<file path="src/sv/mef_pkg.sv">
// Package: types, constants and exp2 table for the multiband envelope follower.
package mef_pkg;
    localparam int unsigned BANDS_DEF = 8;
    localparam int unsigned REG_W = 24;
    localparam int unsigned LEVEL_W = 16;
    localparam int unsigned DT_W = 21;
    localparam int unsigned ENV_W = 24;
    localparam int unsigned COEF_W = 17;
    localparam logic [REG_W-1:0] TAU_MIN = 24'd10;
    localparam logic [REG_W-1:0] ATTACK_RESET = 24'd10000;
    localparam logic [REG_W-1:0] RELEASE_RESET = 24'd200000;
    localparam logic [16:0] LOG2E_Q16 = 17'd94548;
    localparam logic [COEF_W-1:0] COEFF_ONE = 17'd65536;

    typedef enum logic [0:0] {
        REG_ATTACK  = 1'b0,
        REG_RELEASE = 1'b1
    } t_reg_idx;

    typedef enum logic [1:0] {
        OP_LOAD  = 2'd0,
        OP_HOLD  = 2'd1,
        OP_TRACK = 2'd2
    } t_op;

    typedef enum logic [2:0] {
        ST_IDLE  = 3'd0,
        ST_DIV   = 3'd1,
        ST_LOG   = 3'd2,
        ST_EXP   = 3'd3,
        ST_BANDS = 3'd4,
        ST_SUM   = 3'd5,
        ST_OUT   = 3'd6
    } t_state;

    function automatic logic [31:0] exp2_tab(input logic [3:0] n);
        logic [31:0] v;
        case (n)
            4'd0:    v = 32'd3037000500;
            4'd1:    v = 32'd3611622603;
            4'd2:    v = 32'd3938502376;
            4'd3:    v = 32'd4112874773;
            4'd4:    v = 32'd4202935003;
            4'd5:    v = 32'd4248701965;
            4'd6:    v = 32'd4271771997;
            4'd7:    v = 32'd4283353945;
            4'd8:    v = 32'd4289156690;
            4'd9:    v = 32'd4292061010;
            4'd10:   v = 32'd4293513907;
            4'd11:   v = 32'd4294240540;
            4'd12:   v = 32'd4294603903;
            4'd13:   v = 32'd4294785595;
            4'd14:   v = 32'd4294876445;
            default: v = 32'd4294921870;
        endcase
        return v;
    endfunction
endpackage

</file>
<file path="src/sv/mef_front.sv">
// Front end: input skid queue of two frames with operation classification.
module mef_front
    import mef_pkg::*;
#(
    parameter int unsigned BANDS = BANDS_DEF
) (
    input  logic                        i_clk,
    input  logic                        i_rst_n,
    input  logic                        i_valid,
    output logic                        o_ready,
    input  logic [BANDS*LEVEL_W-1:0]    i_levels,
    input  logic [DT_W-1:0]             i_dt,
    output logic                        o_valid,
    input  logic                        i_ready,
    output logic [BANDS*LEVEL_W-1:0]    o_levels,
    output logic [DT_W-2:0]             o_dt,
    output t_op                         o_op
);
    logic [BANDS*LEVEL_W-1:0] r_lv [2];
    logic [DT_W-2:0]          r_dt [2];
    t_op                      r_op [2];
    logic                     r_wp, r_rp;
    logic [1:0]               r_cnt;
    logic                     push, pop;
    t_op                      op;

    always_comb begin
        if (i_dt[DT_W-1])
            op = OP_LOAD;
        else if (i_dt[DT_W-2:0] == '0)
            op = OP_HOLD;
        else
            op = OP_TRACK;
    end

    assign o_ready  = (r_cnt != 2'd2);
    assign o_valid  = (r_cnt != 2'd0);
    assign push     = i_valid && o_ready;
    assign pop      = o_valid && i_ready;
    assign o_levels = r_lv[r_rp];
    assign o_dt     = r_dt[r_rp];
    assign o_op     = r_op[r_rp];

    always_ff @(posedge i_clk) begin
        if (!i_rst_n) begin
            r_wp  <= 1'b0;
            r_rp  <= 1'b0;
            r_cnt <= 2'd0;
        end else begin
            if (push) r_wp <= ~r_wp;
            if (pop)  r_rp <= ~r_rp;
            r_cnt <= r_cnt + {1'b0, push} - {1'b0, pop};
        end
        if (push) begin
            r_lv[r_wp] <= i_levels;
            r_dt[r_wp] <= i_dt[DT_W-2:0];
            r_op[r_wp] <= op;
        end
    end
endmodule

</file>
<file path="config.mk">
export PLATFORM = sky130hd
export DESIGN_NAME = mef_front
export DESIGN_NICKNAME = d
export VERILOG_FILES = /design/src/sv/mef_pkg.sv /design/src/sv/mef_front.sv
export SDC_FILE = /design/constraint.sdc
export NUM_CORES = 1
export LEC_CHECK = 0
export ABC_AREA = 1
export BUFFER_PORTS_ARGS = -buffer_cell sky130_fd_sc_hd__buf_2
export CAP_MARGIN = 20
export CORE_MARGIN = 2
export CORE_UTILIZATION = 33
export DETAILED_ROUTE_END_ITERATION = 16
export HOLD_SLACK_MARGIN = 0.05
export RECOVER_POWER = 50
export SLEW_MARGIN = 20
export SYNTH_ARGS = -nofsm -noshare
export SYNTH_HDL_FRONTEND = slang
export SYNTH_SLANG_ARGS = --single-unit
</file>
<file path="constraint.sdc">
create_clock -name i_clk -period 10.26 [get_ports i_clk]
set_clock_uncertainty 0.05 [all_clocks]
set_input_delay 2.052 -clock i_clk [delete_from_list [all_inputs] [get_ports i_clk]]
set_output_delay 2.052 -clock i_clk [all_outputs]
set_load 0.01 [all_outputs]
</file>
==> qor.csv, run 1 <==
metric;value;unit
outcome;finished, violations left;
failed_checks;capacitance limit, slew limit;
drtPass1Iterations;4;
postCtsResizedCells;0;
vias;5809;
synth_top_cell_by_area;edfxtp_1;
path_class;in -> reg;
cp.arrival;5840;ps
cp.required;10210;ps
die_area;36510;um^2
cts_tree;yes;
synth_fa_ha_area_share;0.1083;%
end_kind;flop;
relSlewSlack;-174.5;%
ff_latch_area;9112;um^2
yosys.cell_count.top_type;edfxtp_1;
clock_latency;500;ps
post_cts_buffers;0;
drtAntennaViolNets;0;
fp.dieH;191.1;um
htreeDepth;2;
fin_ws;4371;ps
avgSynthCellArea;22.17;um^2
hp-class;reg -> reg;
irDropWorstVdd;144.0;uV
synth_edf_count;300;
numCtsBuffers;34;
synth_top_family_by_area;multiplexers;
ys.flop_type;edfxtp_1;
vias_per_cell;4.371;
max_freq;169.8;MHz
hpwlAfterDp;15.46;mm
finalNetCount;1005;
fill_cells;3184;
fin_setup_tns;0;ps
p_leak;5.392;nW
yosysUniqueCellTypes;17;
io_buffers;304;
fin_crit_sh;57.40;%
grt_pass1_wl;34.02;mm
cp_max_fo;151;
synth_warnings;0;
coreArea;34540;um^2
antenna_found_initial;2;
wire_per_inst;17.89;um
synth_compound_area_share;0.2167;%
start_util;33.44;%
cts-root-buf;clkbuf_16;
overflow;0;
synthMuxAreaShare;17.87;%
dr.first_iter.drc_count;245;
maxCapViolCount;2;
fin_crit;5889;ps
critPathLaunchType;input port;
drv_slew;192;
drc;0;
p_per_area;253.3;nW/um^2
cts.sinks;305;
finalPower;3.676;mW
synthTopCellsByCount;edfxtp_1, mux2_4, mux2_2;
syn2layout_area_growth;25.62;%
io_pins;305;
routabilityCongestion;0.7319;
grt_pass1_vias;5913;
setup_violations;0;
netlist_instances;521;
multi_input_comb_area;2258;um^2
cts.path.max_buffers;3;
drive_above_1_share;48.80;%
async_flop_share;0;%
syn_nets;675;
dp_slack;5369;ps
rows;68;
synth_area;11550;um^2
ys_ff_latch;305;
postCtsHoldBufs;0;
synth_top_cell_area_share;78.00;%
grt_max_degree;152;
ys_seq_area_share;78.86;%
routed_wl;23.77;mm
synth-simple-area-share;1.072;%
grt_use_total;12.37;%
worst_pin_slew;4117;ps
hold_slack;423.3;ps
die_width;191.1;um
rsz0062_at_grt;false;
synth_xor_xnor_area_share;0.1517;%
clk_pin_slew;60;ps
synthTopCellsByArea;edfxtp_1, mux2_4, mux2_2;
report.final.hold_viol_count;0;
[path summary, 6_finish.rpt]
kind,slack [ps],depth (start not counted),from,end
hold / removal,420,2,r_rp$_SDFFE_PN0P_,r_rp$_SDFFE_PN0P_
setup reg to reg,5680,5,r_cnt[0]$_SDFF_PN0_,r_lv[1][78]$_DFFE_PP_
hold reg to reg,420,2,r_rp$_SDFFE_PN0P_,r_rp$_SDFFE_PN0P_
setup / recovery,4370,6,i_valid,r_lv[1][78]$_DFFE_PP_
[worst max-delay path, cell delays in order]
cell and delay [ps]:
clkbuf_1 120, inv_1 50, a21oi_1 300, inv_1 180, nor2_4 100, clkbuf_2 2780
[power breakdown]
part	internal, mW	total [mW]	switching, mW
Combinational	0.409	0.848	0.439
Sequential	1.61	1.67	0.0655
Clock	0.700	1.15	0.455
Total	2.72	3.68	0.959
[state kept, by name, summed over array words and instances, names as in the netlist, named ones only]
signal	cells
r_dt	40
r_wp	1
r_op	4
r_cnt	2
r_rp	1
r_lv	256
[per-layer routing]
metal	vias to the layer above	global-route usage, %	share of wire [%]
li1	2703	-	-
met5	-	0	0
met2	225	20.79	49
met3	47	3.690	8.0
met4	0	4.556	2.7
met1	2834	15.04	41
[logic make-up (layout without fill, tap and decap cells)]
| logic type | count (synthesis) | count (layout) |
|---|---|---|
| other cells | 0 | 1 |
| simple gates | 32 | 32 |
| fa+ha+maj | 1 | 1 |
| compound gates | 5 | 5 |
| buf+inv | 26 | 378 |
| xor+xnor | 2 | 2 |
| flops | 305 | 305 |
| mux | 150 | 150 |
[per-stage QoR]
step,util (%),instance area [um^2],instances
after floorplan,-,11550,521
after global placement,39.26,13560,1270
after detailed placement,39.26,13560,1270
after CTS,42.33,14620,1328
after global routing,42.00,14510,1328
final,42.00,14510,1329
[cell type report]
type | count | area share [%]
Sequential cell | 305 | 62.81
Multi-Input combinational cell | 190 | 15.57
Clock buffer | 44 | 6.563
Tap cell | 455 | 3.924
Clock inverter | 14 | 0.7589
Antenna cell | 1 | 0.01725
Inverter | 9 | 0.2328
Timing Repair Buffer | 311 | 10.13
[cells in the final DEF, fill, tap and decap left out, types with 2 or more instances in the layout]
| cell type | n |
|---|---|
| edfxtp_1 | 300 |
| buf_2 | 226 |
| mux2_4 | 100 |
| clkbuf_1 | 86 |
| mux2_2 | 50 |
| clkbuf_16 | 37 |
| nor2_1 | 17 |
| nand2_1 | 11 |
| clkinv_1 | 10 |
| inv_1 | 9 |
| buf_4 | 5 |
| dfxtp_1 | 4 |
| a21oi_1 | 3 |
| nor2_4 | 2 |
| o21ai_0 | 2 |
| bufinv_16 | 2 |
No activity file was read; power rests on OpenSTA's default activity.
==> run 2: changes to the inputs <==
==> constraint.sdc (replaced) <==
create_clock -name i_clk -period 4.9 [get_ports i_clk]
set_clock_uncertainty 0.05 [all_clocks]
set_input_delay 0.98 -clock i_clk [delete_from_list [all_inputs] [get_ports i_clk]]
set_output_delay 0.98 -clock i_clk [all_outputs]
set_load 0.01 [all_outputs]
==> run 2 against run 1 <==
Against the previous run: the flow still finishes with violations (capacitance limit, slew limit); register-to-register slack got worse by 4000 ps; critical path depth decreased by 3; total power increased by 110%; non-clock buffer count increased by 1; sequential power increased by 110%; count of clock-buffer cells in the layout increased by 7; global-route usage decreased by 0.30 points; utilization increased by 0.11 points; worst setup slack got worse by 3000 ps; sequential share of layout area decreased by 0.16 points; flip-flop and latch count unchanged; critical path type is now reg -> out; largest power group unchanged; highest routed layer unchanged.
==> qor.csv, run 2 (same netlist as run 1, synthesis figures left out) <==
metric;value;unit;change
outcome;finished, violations left;;
failed_checks;capacitance limit, slew limit;;
grt_pass1_vias;5993;;+1.4%
clk_pin_slew;60;ps;about the same
p_int;5.724;mW;+110%
drtPass1Iterations;4;;unchanged
cp_slowest_cell;dfxtp_4;;
dp_cells;1271;;+0.079%
drtAntennaViolNets;0;;unchanged
relSlewSlack;-52.20;%;+120 points
cts_tree;yes;;
grt_pass1_wl;33.77;mm;-0.75%
fp.dieH;191.1;um;unchanged
maxCapViolCount;2;;unchanged
utilization;42.11;%;+0.11 points
antenna_found_initial;0;;-2
cp.required;3870;ps;-6340 ps
fin_crit_sh;71.56;%;
hp-class;reg -> reg;;
wl_met1;9.474;mm;-2.2%
ff_latch_area;9112;um^2;unchanged
drv_slew;163;;-15%
end_kind;output port;;
reg_top3;r_lv x256, r_dt x40, r_op x4;;
die_width;191.1;um;unchanged
p_switching;2.020;mW;+110%
setup_violations;0;;unchanged
io_pins;305;;unchanged
critPathLaunchType;flop;;
routabilityCongestion;0.7173;;-2.0%
sw_frac_of_total;26.08;%;about the same
dr.first_iter.drc_count;231;;-5.7%
clock_latency;500;ps;about the same
htreeDepth;2;;unchanged
worst_pin_slew;2283;ps;-1834 ps
vias_per_cell;4.408;;+0.84%
largest_register_ff_count;256;;unchanged
cts.sinks;305;;unchanged
postCtsResizedCells;0;;unchanged
numCtsBuffers;34;;unchanged
fin_crit;3506;ps;
critical-path-max-stage-delay;1000;ps;-1780 ps
met2_length;11.29;mm;-2.2%
stdcell_area;14550;um^2;+0.25%
drc;0;;unchanged
hpwlAfterDp;15.12;mm;-2.2%
report.final.hold_viol_count;0;;unchanged
overflow;0;;unchanged
wl_met3;2.114;mm;+11%
final-instance-count-excl-fill;1334;;+0.38%
regMostFlops;r_lv;;
postCtsHoldBufs;0;;unchanged
layout_commonest_cell;edfxtp_1;;
cp.arrival;2480;ps;-3360 ps
syn2layout_area_growth;25.93;%;
finalNetCount;1006;;+0.10%
wire_per_inst;17.64;um;-1.4%
rows;68;;unchanged
worstPathCellList;buf_4 -> mux2_4 -> buf_2;;
io_buffers;304;;unchanged
p_comb_share;22.9;%;-0.2 points
placed_area;13610;um^2;+0.33%
p_per_area;532.4;nW/um^2;+110%
coreArea;34540;um^2;unchanged
pwr-share-clk;31.8;%;+0.4 points
hold_slack;419.1;ps;-4.226 ps
die_area;36510;um^2;unchanged
cts-root-buf;clkbuf_16;;
cp_max_fo;56;;-63%
rsz0062_at_grt;false;;
multi_input_comb_area;2243;um^2;-0.67%
vias;5880;;+1.2%
p_leak;5.406;nW;+0.26%
grt_max_degree;82;;-46%
path_class;reg -> out;;
start_util;33.44;%;unchanged
grt_use_total;12.07;%;-0.30 points
layout_common_cells;edfxtp_1, buf_2, mux2_4;;
cts.path.max_buffers;3;;unchanged
irDropWorstVdd;319.4;uV;+120%
max_freq;285.2;MHz;
drive_above_1_share;48.18;%;-0.62 points
fill_cells;3194;;+0.31%
post_cts_buffers;0;;unchanged
routed_wl;23.53;mm;-1.0%
p_seq_share;45.3;%;-0.2 points
top_layer;met4;;
-- run 2: cell type report --
| type | count | share of cell area [%] |
|---|---|---|
| Sequential cell | 305 | 62.65 |
| Multi-Input combinational cell | 190 | 15.42 |
| Timing Repair Buffer | 312 | 10.28 |
| Clock buffer | 51 | 6.796 |
| Tap cell | 455 | 3.914 |
| Clock inverter | 11 | 0.6882 |
| Inverter | 9 | 0.2323 |
| Antenna cell | 1 | 0.01720 |
-- run 2: critical path: cells and delay by family (launching register included) --
kind                   cells  cell delay (ps)
buffers and inverters      2              590
multiplexers               1              340
flip-flops                 1             1000
-- run 2: routing by layer --
| layer | GRT usage, % | vias to the layer above |
|---|---|---|
| met5 | 0 | - |
| met4 | 4.024 | 0 |
| met3 | 4.167 | 52 |
| met2 | 20.07 | 211 |
| met1 | 14.67 | 2907 |
| li1 | - | 2710 |
-- run 2: path summary, 6_finish.rpt --
check                            from                     to  slack [ps]  cells past startpoint
setup / recovery                 flop           o_levels[89]        1390                      3
hold / removal      r_rp$_SDFFE_PN0P_                   flop         420                      2
setup reg to reg  r_cnt[0]$_SDFF_PN0_  r_lv[0][52]$_DFFE_PP_        1710                      5
hold reg to reg     r_rp$_SDFFE_PN0P_                   flop         420                      2
-- run 2: per-stage QoR --
| stage | power, mW | setup WS (ps) | setup TNS [ps] |
|---|---|---|---|
| final | 7.743 | 1394 | 0 |
| after global placement | 5.372 | 1878 | 0 |
| after floorplan | 4.752 | -874.5 | -260260 |
| after global routing | 8.103 | 1265 | 0 |
| after CTS | 7.899 | 1304 | 0 |
| after detailed placement | 5.391 | 1855 | 0 |
-- run 2: power by group through the flow --
stage                     logic [mW]  clock network, mW  registers, mW
after floorplan                 1.25                  0           3.50
after global placement          1.83                  0           3.54
after detailed placement        1.84                  0           3.56
after CTS                       1.84               2.55           3.50
after global routing            1.91               2.64           3.55
final                           1.77               2.46           3.51
